[src/sv/delq_pkg.sv]
// Shared types and constants for the delayed event queue.
package delq_pkg;

  localparam int unsigned ID_W    = 32;
  localparam int unsigned DELAY_W = 16;
  localparam int unsigned COUNT_W = 7;

  localparam logic [1:0] REQ_PUSH = 2'd0;
  localparam logic [1:0] REQ_POP  = 2'd1;
  localparam logic [1:0] REQ_TICK = 2'd2;

  typedef enum logic [2:0] {
    OP_PUSH_READY,
    OP_PUSH_WAIT,
    OP_POP,
    OP_TICK,
    OP_NOP
  } op_e;

  typedef struct packed {
    op_e                op;
    logic [ID_W-1:0]    event_id;
    logic [DELAY_W-1:0] delay;
  } cmd_t;

  typedef struct packed {
    logic [ID_W-1:0]    event_id;
    logic [DELAY_W-1:0] delay;
  } wait_entry_t;

  typedef struct packed {
    logic               ok;
    logic [ID_W-1:0]    out_event_id;
    logic [COUNT_W-1:0] moved_count;
    logic [COUNT_W-1:0] dropped_count;
    logic [COUNT_W-1:0] ready_count;
    logic [COUNT_W-1:0] waiting_count;
  } rsp_t;

endpackage

[src/sv/delq_ifs.sv]
// Request and response channel interfaces of the delayed event queue.
interface delq_req_if;
  logic                         valid;
  logic                         ready;
  logic [1:0]                   req_type;
  logic [delq_pkg::ID_W-1:0]    event_id;
  logic [delq_pkg::DELAY_W-1:0] delay;

  modport source (output valid, req_type, event_id, delay, input ready);
  modport sink (input valid, req_type, event_id, delay, output ready);
endinterface


[src/sv/delq_front.sv]
// Front end: accepts request transactions, decodes them and queues commands.
module delq_front (
  input  logic           clk_i,
  input  logic           rst_ni,
  delq_req_if.sink       req_i,
  output delq_pkg::cmd_t cmd_o,
  output logic           cmd_valid_o,
  input  logic           cmd_pop_i
);

  delq_pkg::cmd_t slot_q [2];
  logic           wr_ptr_q;
  logic           rd_ptr_q;
  logic [1:0]     cnt_q;
  delq_pkg::cmd_t cls;
  logic           push;
  logic           pop;

  always_comb begin
    cls.event_id = req_i.event_id;
    cls.delay    = req_i.delay;
    unique case (req_i.req_type)
      delq_pkg::REQ_PUSH: begin
        cls.op = (req_i.delay == '0) ? delq_pkg::OP_PUSH_READY : delq_pkg::OP_PUSH_WAIT;
      end
      delq_pkg::REQ_POP:  cls.op = delq_pkg::OP_POP;
      delq_pkg::REQ_TICK: cls.op = delq_pkg::OP_TICK;
      default:            cls.op = delq_pkg::OP_NOP;
    endcase
  end

  assign req_i.ready = (cnt_q != 2'd2);
  assign cmd_valid_o = (cnt_q != 2'd0);
  assign cmd_o       = slot_q[rd_ptr_q];
  assign push        = req_i.valid && req_i.ready;
  assign pop         = cmd_pop_i && cmd_valid_o;

  always_ff @(posedge clk_i or negedge rst_ni) begin
    if (!rst_ni) begin
      wr_ptr_q <= 1'b0;
      rd_ptr_q <= 1'b0;
      cnt_q    <= 2'd0;
    end else begin
      if (push) begin
        wr_ptr_q <= ~wr_ptr_q;
      end
      if (pop) begin
        rd_ptr_q <= ~rd_ptr_q;
      end
      cnt_q <= cnt_q + {1'b0, push} - {1'b0, pop};
    end
  end

  always_ff @(posedge clk_i) begin
    if (push) begin
      slot_q[wr_ptr_q] <= cls;
    end
  end

endmodule

[src/flat_wrapper.sv]
// flat-port wrapper written by rule: the top's interface ports become plain ports
module delq_front_flat 
  (clk_i, rst_ni, cmd_o, cmd_valid_o, cmd_pop_i, req_i_valid, req_i_req_type, req_i_event_id, req_i_delay, req_i_ready);
  delq_req_if req_i_i ();
  input  logic clk_i;
  input  logic rst_ni;
  output delq_pkg::cmd_t cmd_o;
  output logic cmd_valid_o;
  input  logic cmd_pop_i;
  input wire logic [$bits(req_i_i.valid)-1:0] req_i_valid;
  input wire logic [$bits(req_i_i.req_type)-1:0] req_i_req_type;
  input wire logic [$bits(req_i_i.event_id)-1:0] req_i_event_id;
  input wire logic [$bits(req_i_i.delay)-1:0] req_i_delay;
  output wire logic [$bits(req_i_i.ready)-1:0] req_i_ready;
  assign req_i_i.valid = req_i_valid;
  assign req_i_i.req_type = req_i_req_type;
  assign req_i_i.event_id = req_i_event_id;
  assign req_i_i.delay = req_i_delay;
  assign req_i_ready = req_i_i.ready;
  delq_front u_core (.clk_i(clk_i), .rst_ni(rst_ni), .req_i(req_i_i), .cmd_o(cmd_o), .cmd_valid_o(cmd_valid_o), .cmd_pop_i(cmd_pop_i));
endmodule
[config.mk]
export PLATFORM = sky130hd
export DESIGN_NAME = delq_front_flat
export DESIGN_NICKNAME = d
export VERILOG_FILES = /design/src/sv/delq_pkg.sv /design/src/sv/delq_ifs.sv /design/src/sv/delq_front.sv /design/src/flat_wrapper.sv
export SDC_FILE = /design/constraint.sdc
export NUM_CORES = 1
export LEC_CHECK = 0
export BUFFER_PORTS_ARGS = -buffer_cell sky130_fd_sc_hd__buf_2
export CAP_MARGIN = 25
export CORE_MARGIN = 5
export CORE_UTILIZATION = 43
export DETAILED_ROUTE_END_ITERATION = 6
export PLACE_DENSITY_LB_ADDON = 0.12
export SKIP_LAST_GASP = 1
export SYNTH_ARGS = -nofsm -noshare
export SYNTH_HDL_FRONTEND = slang
export SYNTH_SLANG_ARGS = --single-unit
export TNS_END_PERCENT = 100
[constraint.sdc]
create_clock -name clk_i -period 4.56 [get_ports clk_i]
set_input_delay 0.684 -clock clk_i [delete_from_list [all_inputs] [get_ports clk_i]]
set_output_delay 0.684 -clock clk_i [all_outputs]
set_load 0.01 [all_outputs]
# Yosys cells after proc, flatten, opt, wreduce, memory -nomap -nowiden
# Memory sizes are Yosys's and may differ from the RTL's.
# Index checks and enable logic that the tools add are counted.
word_totals:
  register_bits: 4
  mem_bits_rw: 102
  in_bits: 54
  output_inout_bits: 53
  word_cells: 20
  n_memories: 1
memory_table:
  columns: ["memory", "words", "width", "rd", "rd_clocked_by_memory_dff", "wr", "line", "text"]
  rows:
  - ["u_core.slot_q", 2, 51, 1, 0, 1, "delq_front.sv:11", "delq_pkg::cmd_t slot_q [2];"]
op_classes:
  n_addsub: 2
  eq_ne: 3
  n_mux: 4
  bitwise_logic: 2
  reduce_logical: 5
op_table:
  columns: ["op", "count"]
  rows:
  - ["16-bit logical NOT", 1]
  - ["3-bit case mux with 3 select lines", 1]
  - ["1-bit two-way mux", 3]
  - ["2-bit by 1-bit adder with 2-bit output", 1]
  - ["2-bit by 1-bit equality test with 1-bit output, second input constant", 1]
  - ["2-bit equality test, second input constant", 1]
  - ["1-bit logical AND", 2]
  - ["2-bit logical NOT", 1]
  - ["2-bit != test, second input constant", 1]
  - ["1-bit inverter", 2]
  - ["2-bit nonzero test", 1]
  - ["2-bit by 1-bit subtractor with 2-bit output", 1]

# Longest topological paths before layout
# Gate-level depths: netlist of run 1.
depth:
  word_depth: 4
  ltp_mapped: 7
  ltp_nobuf: 7

# Worst setup path before layout of run 1
# Ideal clock, no wire load.
synth_path:
  path_kind: "input to register"
  start: "input port req_i_valid"
  end: "memory u_core.slot_q[0][0] in the netlist's numbering, enable pin"
  setup_time_ns: 0.460
  arrival_ns: 2.915
  t_required_ns: 4.100
  setup_slack_ns: 1.186
  cell_stages: 2
  n_path_buf: 0
  cell_sequence: "nand2_1 nor2_1"
synth_via:
  elab_chain_len: 3
synth_rtl:
  columns: ["element", "line", "text"]
  rows:
  - ["start: declaration", "flat_wrapper.sv:10", "input wire logic [$bits(req_i_i.valid)-1:0] req_i_valid;"]
  - ["1-bit logical AND", "delq_front.sv:35", "assign push = req_i.valid && req_i.ready;"]
  - ["1-bit two-way mux", "delq_front.sv:55", "if (push) begin"]
  - ["1-bit two-way mux (implied by the code)", "delq_front.sv:56", "slot_q[wr_ptr_q] <= cls;"]
  - ["end: declaration", "delq_front.sv:11", null]
# Every way passes these cells.

==> results.md, run 1 <==
* Wire per inst at 16.3 um
* Synth async-reset ratio at 0.0377
* DRC at 0
* Post-synth EDFFs at 102
* Post-detail-place hpwl at around 4.7 mm
* Area leader, netlist: edfxtp_1
* Worst setup path endpoint: cmd_o[50]
* Setup TNS at 0 ns
* Power per Cell Area at 609 nW/um2
* Final hold viol count at 0
* GP Congestion at just over 0.7
* CTS max path bufs at 2
* Final core occ at 0.523
* Max-cap violations at 0
* CP Launch Type: register
* Cts repair resizes at 0
* Buffer count from post-CTS setup fixing at 0
* Cts bufs inserted at 9
* Layout cells sized above 1 at 0.573
* Post-synth cell types at 19
* FMAX at 372 MHz
* Sequential share of power at 0.494
* Area growth, synth to finish at 20.7%
* FF+latch count, synth at 106
* CP top delay family: flip-flops
* Hold Crit Class: in -> async
* Share of the synthesized area in the top cell type at 0.733
* R2r endpoint: u_core.slot_q[0][46]
* Total track usage at 0.124
* Main synth FF type: edfxtp_1
* Crit-path slowest cell: dfrtp_4
* Routed vias/inst at 4.52
* Drt first pass iters at 4
* Seq/Total Area, Yosys at 0.757
* Final Worst Setup Slack at about 1.9 ns
* Int Power at 0.00218 W
* Critical path's largest stage delay at 1.09 ns
* Input/output buffers at 106
* Initial antenna violation count at 0
* Crit path time final at 2.69 ns
* Worst setup startpoint: u_core.rd_ptr_q
* Clock root cell: clkbuf_8
* Power share of the clock group at 0.195
* Overflow after GRT at 0
* R2R cell count at 4
* Vias at 1987
* Die Y at 109 um
* Critical path class: reg -> out
* Comb pwr share at 0.311
* Core ar. at slightly below 10000 um2
* Initial Util at 0.433
* Synthesized area per cell at roughly 22 um2
* Setup Skew at 0.00528 ns
* I/O Pins at 107
* Place WS at 2.10 ns
* Status: finished, final reports clean
* Synth warn at 0
* Buffers & Inverters on Critical Path at 1
* Vias in the first global route at 2101
* DRT iter0 DRCs at 40
* Post-synth top cells: edfxtp_1 (102), mux2_4 (49), buf_6 (6)
* Synth top area cells: edfxtp_1 (73%), mux2_4 (18%), dfrtp_1 (2.4%), buf_6 (1.6%), ha_1 (1.2%)
* Mapped Area at 4180 um2
* Mapped Cells at approximately 190
* Slew Viols, Final at 0
* Critical Path, Cell by Cell: mux2_1 > buf_2
* Worst slew margin at 0.345
* RSZ-0062 raised after global routing: no
* Post-Synthesis Net Count at about 250
* Total wire length at 7.19 mm
* Hold-fix buffers, CTS at 0
* Worst Max-Slew Pin Slew at 0.983 ns
* CP Depth at 2
* Routed Antenna Nets at 0
* Pleak at 2.03 nW
* Worst Setup End Kind: primary output
* Clk Latency, worst-skew pair at 0.36 ns
* Switching share of power at 0.289
* TritonCTS clock tree: built
* CTS sink count at approximately 110
* Antenna Cells at 0
* Rows at 36
* Die ar. at 11800 um2
* Fill cells at roughly 820
* Tcrit/Tclk final at 0.590
* Critical Path AT at 2.00 ns
* Wire length of the first global-routing pass at 10.6 mm
* Clk slew on worst S/H paths at 0.09 ns
* Worst vdd ir at 0.333 mV
* Worst r2r src: u_core.cnt_q[1]
* Pin count of the biggest net entering global routing at 53
* # H-tree levels at 3
* Die width at 109 um
* R2R Setup Slk at approximately 2.4 ns
* Worst-path maximum fanout at 52
* Finish-stage setup viols at 0
* # nets final at 360
* Count leader, synth: edfxtp_1
* Req. time, crit path at 3.88 ns
* Net Switching at 0.000889 W
-- per-stage QoR --
stage | std cells | cell area [um2] | power, W | hold WS, ns
after floorplan | 189 | 4180 | 0.00221 | 0.388
after global placement | 424 | 4830 | 0.00252 | 0.496
after detailed placement | 424 | 4830 | 0.00253 | 0.499
after CTS | 440 | 5040 | 0.00314 | 0.0988
after global routing | 440 | 5040 | 0.00324 | 0.0923
final | 440 | 5040 | 0.00307 | 0.118
-- power by group through the flow --
stage | Sequential, W | Combinational (W) | Clock (W)
floorplan | 0.00141 | 0.000795 | 0
global placement | 0.00154 | 0.000978 | 0
detailed placement | 0.00155 | 0.000982 | 0
CTS | 0.00153 | 0.000985 | 0.000625
global route | 0.00155 | 0.00103 | 0.000664
finish | 0.00152 | 0.000956 | 0.000600
-- layer usage --
metal,share of wire,vias to the layer above,GRT usage
met5,0,-,0
met4,0.018,0,0.0622
met3,0.054,11,0.0310
met2,0.48,64,0.194
met1,0.45,955,0.159
li1,-,957,-
-- kinds of logic (layout without fill, tap and decap cells) --
kind of cell	count (synthesis)	count (layout)	share of synthesized area
compound gates	1	1	0.00210
fa+ha+maj	4	4	0.0120
mux	51	51	0.181
simple gates	12	12	0.0183
xor+xnor	4	4	0.00839
flops	106	106	0.757
buf+inv	11	129	0.0207
-- layout make-up --
cell class | count | area, um2 | area share
Multi-Input combinational cell | 72 | 937 | 0.186
Inverter | 5 | 18.8 | 0.00372
Clock inverter | 6 | 81.3 | 0.0161
Sequential cell | 106 | 3170 | 0.628
Tap cell | 133 | 166 | 0.0330
Timing Repair Buffer | 108 | 546 | 0.108
Clock buffer | 10 | 128 | 0.0253
-- sequential cells by signal, indices dropped and copies added (netlist names) --
| signal | count |
|---|---|
| u_core.slot_q | 102 |
| u_core.wr_ptr_q | 1 |
| u_core.cnt_q | 2 |
| u_core.rd_ptr_q | 1 |
-- worst min path at each step --
| stage | startpoint | end | slack [ns] | depth (start not counted) |
|---|---|---|---|---|
| final | rst_ni | u_core.wr_ptr_q | 0.12 | 1 |
| after detailed placement | rst_ni | u_core.wr_ptr_q | 0.50 | 1 |
| after CTS | rst_ni | u_core.cnt_q[0] | 0.1 | 1 |
| after floorplan | rst_ni | u_core.cnt_q[0] | 0.39 | 0 |
| after global placement | rst_ni | u_core.wr_ptr_q | 0.50 | 1 |
| after global routing | rst_ni | u_core.wr_ptr_q | 0.09 | 1 |
-- cells in the final DEF, fill, tap and decap left out, types with 2 or more instances in the layout --
cell type and count:
inv_1 5, mux2_4 49, nor4_1 3, dfrtp_1 3
buf_2 106, clkinv_2 2, mux2_1 2, edfxtp_1 102
ha_1 4, bufinv_16 2, clkbuf_8 9, xnor2_1 3
buf_4 2
Note: power is estimated with default switching activity, not from simulation.
==> run 2, diff against run 1 <==
==> constraint.sdc (replaced) <==
create_clock -name clk_i -period 2.5 [get_ports clk_i]
set_input_delay 0.375 -clock clk_i [delete_from_list [all_inputs] [get_ports clk_i]]
set_output_delay 0.375 -clock clk_i [all_outputs]
set_load 0.01 [all_outputs]
==> results.md, run 2 (synthesis results as in run 1) <==
* Routed Antenna Nets at 0
* Worst-path maximum fanout at 20
* Largest register FFs at approximately 100
* Post-detail-place hpwl at roughly 5 mm
* Status: finished, final reports clean
* Worst Max-Slew Pin Slew at 0.469 ns
* Cts repair resizes at 0
* Vias at 2057
* Antenna Cells at 0
* Worst hold slack at about 0.20 ns
* Place WS at 0.657 ns
* GP Congestion at 0.718
* Tcrit/Tclk final at 0.877
* Critical Path AT at 1.82 ns
* Commonest cells after routing, fill and taps aside: buf_2 (106), edfxtp_1 (102), mux2_4 (49), clkbuf_8 (9), inv_1 (5)
* FMAX at 456 MHz
* Comb pwr share at 0.357
* Setup Skew at approximately 0.011 ns
* Fill cells at 818
* Pin count of the biggest net entering global routing at 52
* Endpoint, Worst Hold: u_core.slot_q[1][23]
* Clk Latency, worst-skew pair at 0.35 ns
* Net Switching at 0.00166 W
* Hold path depth at 1
* Layout cells sized above 1 at 0.577
* DRC at 0
* R2r endpoint: u_core.cnt_q[1]
* Die Y at 109 um
* R2R cell count at 7
* Die width at 109 um
* Crit-path slowest cell: dfrtp_4
* Crit path time final at 2.19 ns
* # nets final at 365
* Routed vias/inst at about 4.6
* # H-tree levels at 3
* Hold Crit Class: in -> reg
* Critical path class: reg -> out
* Hold-fix buffers, CTS at 1
* CP Depth at 3
* Core ar. at 9640 um2
* Drt first pass iters at 4
* Power share of the clock group at 0.165
* Clock root cell: clkbuf_8
* Final core occ at 0.527
* Setup TNS at 0 ns
* Power per Cell Area at about 1100 nW/um2
* Slew Viols, Final at 0
* Rows at 36
* CP Launch Type: register
* Int Power at 0.00385 W
* Critical path's largest stage delay at about 0.68 ns
* Sequential share of power at 0.478
* Area of the multi-input gates at 937 um2
* CTS sink count at 106
* Initial Util at 0.433
* Buffers & Inverters on Critical Path at 2
* Final hold viol count at 0
* Overflow after GRT at 0
* Req. time, crit path at 2.12 ns
* Finish-stage setup viols at 0
* TritonCTS clock tree: built
* Wire length of the first global-routing pass at 11.0 mm
* Area growth, synth to finish at 21.6%
* Commonest non-fill, non-tap cell in the layout: buf_2
* Largest regs: u_core.slot_q: 102 flops, u_core.cnt_q: 2 flops
* CP top delay family: flip-flops
* Top reg by flops: u_core.slot_q
* Input/output buffers at 106
* Worst vdd ir at about 0.64 mV
* Worst Setup End Kind: primary output
* Total track usage at 0.125
* CTS max path bufs at 2
* DRT iter0 DRCs at 43
* Die ar. at 11800 um2
* Buffer count from post-CTS setup fixing at 0
* Max-cap violations at 0
* I/O Pins at 107
* R2R Setup Slk at approximately 0.8 ns
* Switching share of power at 0.301
* Cts bufs inserted at 9
* Storage element area at 3170 um2
* RSZ-0062 raised after global routing: no
* Worst slew margin at 0.687
* Initial antenna violation count at 0
* Hold_sp: req_i_event_id[7]
* Worst r2r src: u_core.cnt_q[0]
* Wire per inst at 16.2 um
* Final Worst Setup Slack at 0.309 ns
* Pleak at 2.04 nW
* Critical Path, Cell by Cell: buf_4 > mux2_4 > buf_2
* Total wire length at roughly 7 mm
* Clk slew on worst S/H paths at 0.10 ns
* Vias in the first global route at 2169
## run 2: cell count changes in the layout (fill, tap and decap cells not counted), sizes merged
cell / previous run / this run
buf: 108 / 112
clkinvlp: 1 / 2
dlygate4sd3: 0 / 1
bufinv: 2 / 0
inv: 5 / 6
## run 2: power by group through the flow
stage | combinational, W | sequential, W | clock, W
2_1_floorplan | 0.00145 | 0.00256 | 0
3_3_place_gp | 0.00200 | 0.00267 | 0
3_5_place_dp | 0.00201 | 0.00268 | 0
4_1_cts | 0.00202 | 0.00264 | 0.000944
5_1_grt | 0.00212 | 0.00268 | 0.00102
6_report | 0.00197 | 0.00263 | 0.000908
## run 2: worst max path at each step
stage | start | endpoint | slack [ns]
after detailed placement | u_core.rd_ptr_q | cmd_o[47] | 0.66
after global routing | u_core.rd_ptr_q | cmd_o[39] | 0.20
after global placement | u_core.rd_ptr_q | cmd_o[41] | 0.67
after CTS | u_core.rd_ptr_q | cmd_o[42] | 0.26
after floorplan | u_core.cnt_q[1] | u_core.slot_q[0][0] | 0.09
final | u_core.rd_ptr_q | cmd_o[38] | 0.31
## run 2: per-stage QoR
step / area [um2] / std cells / power (W)
final: 5080 / 445 / 0.00550
after global routing: 5080 / 445 / 0.00581
after CTS: 5080 / 445 / 0.00561
after detailed placement: 4900 / 428 / 0.00469
after global placement: 4900 / 428 / 0.00467
after floorplan: 4180 / 189 / 0.00402
## run 2: metal layers
metal / wire length [um] / GRT usage / vias to the layer above / part of all wire
met1: 3040 / 0.154 / 1017 / 0.42
li1: - / - / 972 / -
met5: 0 / 0 / - / 0
met4: 80 / 0.0541 / 0 / 0.011
met2: 3670 / 0.208 / 60 / 0.51
met3: 411 / 0.0310 / 8 / 0.057
## run 2: cell type report
| type | count | area share |
|---|---|---|
| Clock buffer | 10 | 0.0251 |
| Tap cell | 133 | 0.0328 |
| Clock inverter | 6 | 0.00813 |
| Timing Repair Buffer | 113 | 0.123 |
| Multi-Input combinational cell | 72 | 0.184 |
| Inverter | 5 | 0.00369 |
| Sequential cell | 106 | 0.623 |
==> run 3, diff against run 2 <==
--- a/config.mk
+++ b/config.mk
@@ -11,7 +11,9 @@
 export CORE_UTILIZATION = 43
 export DETAILED_ROUTE_END_ITERATION = 6
 export PLACE_DENSITY_LB_ADDON = 0.12
+export RECOVER_POWER = 50
 export SKIP_LAST_GASP = 1
+export SLEW_MARGIN = 0
 export SYNTH_ARGS = -nofsm -noshare
 export SYNTH_HDL_FRONTEND = slang
 export SYNTH_SLANG_ARGS = --single-unit
==> results.md, run 3 (synthesis results as in run 1) <==
* Routed Antenna Nets at 0
* Pleak at 1.95 nW
* Setup TNS at 0 ns
* Routed vias/inst at 4.67
* Final core occ at 0.521
* DRC at 0
* # H-tree levels at 3
* Initial antenna violation count at 0
* CTS sink count at roughly 110
* Req. time, crit path at 2.12 ns
* Largest register FFs at 102
* Hold Crit Class: in -> reg
* Die ar. at between 10000 and 15000 um2
* Post-detail-place hpwl at 4.98 mm
* Drt first pass iters at 4
* Status: finished, final reports clean
* Rows at 36
* DRT iter0 DRCs at 47
* Wire length of the first global-routing pass at 11.0 mm
* Core ar. at 9640 um2
* Setup Skew at roughly 0.011 ns
* FMAX at 456 MHz
* Fill cells at 836
* # nets final at between 300 and 400
* Cts repair resizes at 0
* Initial Util at 0.433
* Vias at 2076
* Area growth, synth to finish at 20.2%
* Slew Viols, Final at 0
* Commonest non-fill, non-tap cell in the layout: edfxtp_1
* Hold_sp: req_i_event_id[7]
* Commonest cells after routing, fill and taps aside: edfxtp_1 (102), buf_2 (73), mux2_4 (49), clkbuf_1 (34), clkbuf_8 (9)
* Vias in the first global route at 2169
* RSZ-0062 raised after global routing: no
* Final hold viol count at 0
* Critical path class: reg -> out
* I/O Pins at between 100 and 150
* CP Launch Type: register
* Clk slew on worst S/H paths at approximately 0.10 ns
* Top reg by flops: u_core.slot_q
* Total wire length at slightly above 7 mm
* Worst r2r src: u_core.cnt_q[1]
* Input/output buffers at 106
* Worst slew margin at 0.0772
* Crit path time final at 2.19 ns
* Total track usage at 0.125
* Die Y at between 100 and 150 um
* Critical Path AT at 1.82 ns
* GP Congestion at about 0.7
* TritonCTS clock tree: built
* Worst Setup End Kind: primary output
* Pin count of the biggest net entering global routing at 52
* Overall power at 0.00549 W
* Worst setup startpoint: u_core.rd_ptr_q
* Post-placement cell count at between 400 and 500
* Power per Cell Area at 1090 nW/um2
* Layout Cells excl Fill at 445
* Overflow after GRT at 0
* Clk Latency, worst-skew pair at 0.35 ns
* Wire per inst at 16.2 um
* Max-cap violations at 0
* Layout cells sized above 1 at 0.468
* Largest regs: u_core.slot_q: 102 flops, u_core.cnt_q: 2 flops
* Cts bufs inserted at 9
* Worst-path maximum fanout at 20
* Worst vdd ir at roughly 0.63 mV
* Worst Max-Slew Pin Slew at between 1 and 1.5 ns
* Finish-stage setup viols at 0
* CTS max path bufs at 2
* Antenna Cells at 0
* Tcrit/Tclk final at 0.878
* Clock root cell: clkbuf_8
* Die width at approximately 110 um
[run 3: changes by cell type in the layout (fill, tap and decap cells not counted), sizes merged]
cell	delta
clkbuf	+34
buf	-34
[run 3: path summary, 6_finish.rpt]
path	to	cells past startpoint	slack, ns
worst max-delay path	cmd_o[38]	3	0.31
worst max register to register	u_core.slot_q[0][28]	4	0.31
worst min register to register	u_core.wr_ptr_q	1	0.55
max in group asynchronous	u_core.rd_ptr_q	2	1.84
min in group asynchronous	u_core.wr_ptr_q	2	0.41
worst min-delay path	u_core.slot_q[1][23]	1	0.20
[run 3: layer usage]
layer  track usage  up-vias  routed length, um
met5             0        -                  0
met4        0.0541        0                 80
met3        0.0310        8                435
met2         0.208       60               3670
met1         0.154     1036               3020
li1              -      972                  -
[run 3: power by group]
part	switching, W	internal [W]	leakage [nW]
Sequential	0.000197	0.00245	0.994
Combinational	0.000911	0.00103	0.874
Clock	0.000546	0.000363	0.0803
Total	0.00165	0.00383	1.95
[run 3: critical path, cell delays in order, from the launching register on]
cell and delay (ns):
dfrtp_4 0.69, buf_4 0.33, mux2_4 0.32, buf_2 0.14
[run 3: what timing repair did]
item / CTS / global route
endpoints found under the setup margin: 0 / 0
setup buffers: 0 / 0
endpoints found under the hold margin: 4 / 0
hold buffers: 1 / 0
[run 3: layout make-up]
| type | instances | area (um2) | share of cell area |
|---|---|---|---|
| sequential | 106 | 3170 | 0.630 |
| multi-input combinational | 72 | 936 | 0.186 |
| timing repair buffer | 113 | 567 | 0.113 |
| tap | 133 | 166 | 0.0331 |
| clock buffer | 10 | 128 | 0.0254 |
| clock inverter | 6 | 41.3 | 0.00822 |
| inverter | 5 | 18.8 | 0.00374 |
[run 3: per-stage QoR]
step           area (um2)  setup slack (ns)  hold WS, ns
2_1_floorplan        4180            0.0927       0.0794
3_3_place_gp         4900             0.673        0.195
3_5_place_dp         4900             0.657        0.197
4_1_cts              5080             0.259        0.183
5_1_grt              5020             0.143        0.182
6_report             5020             0.305        0.204
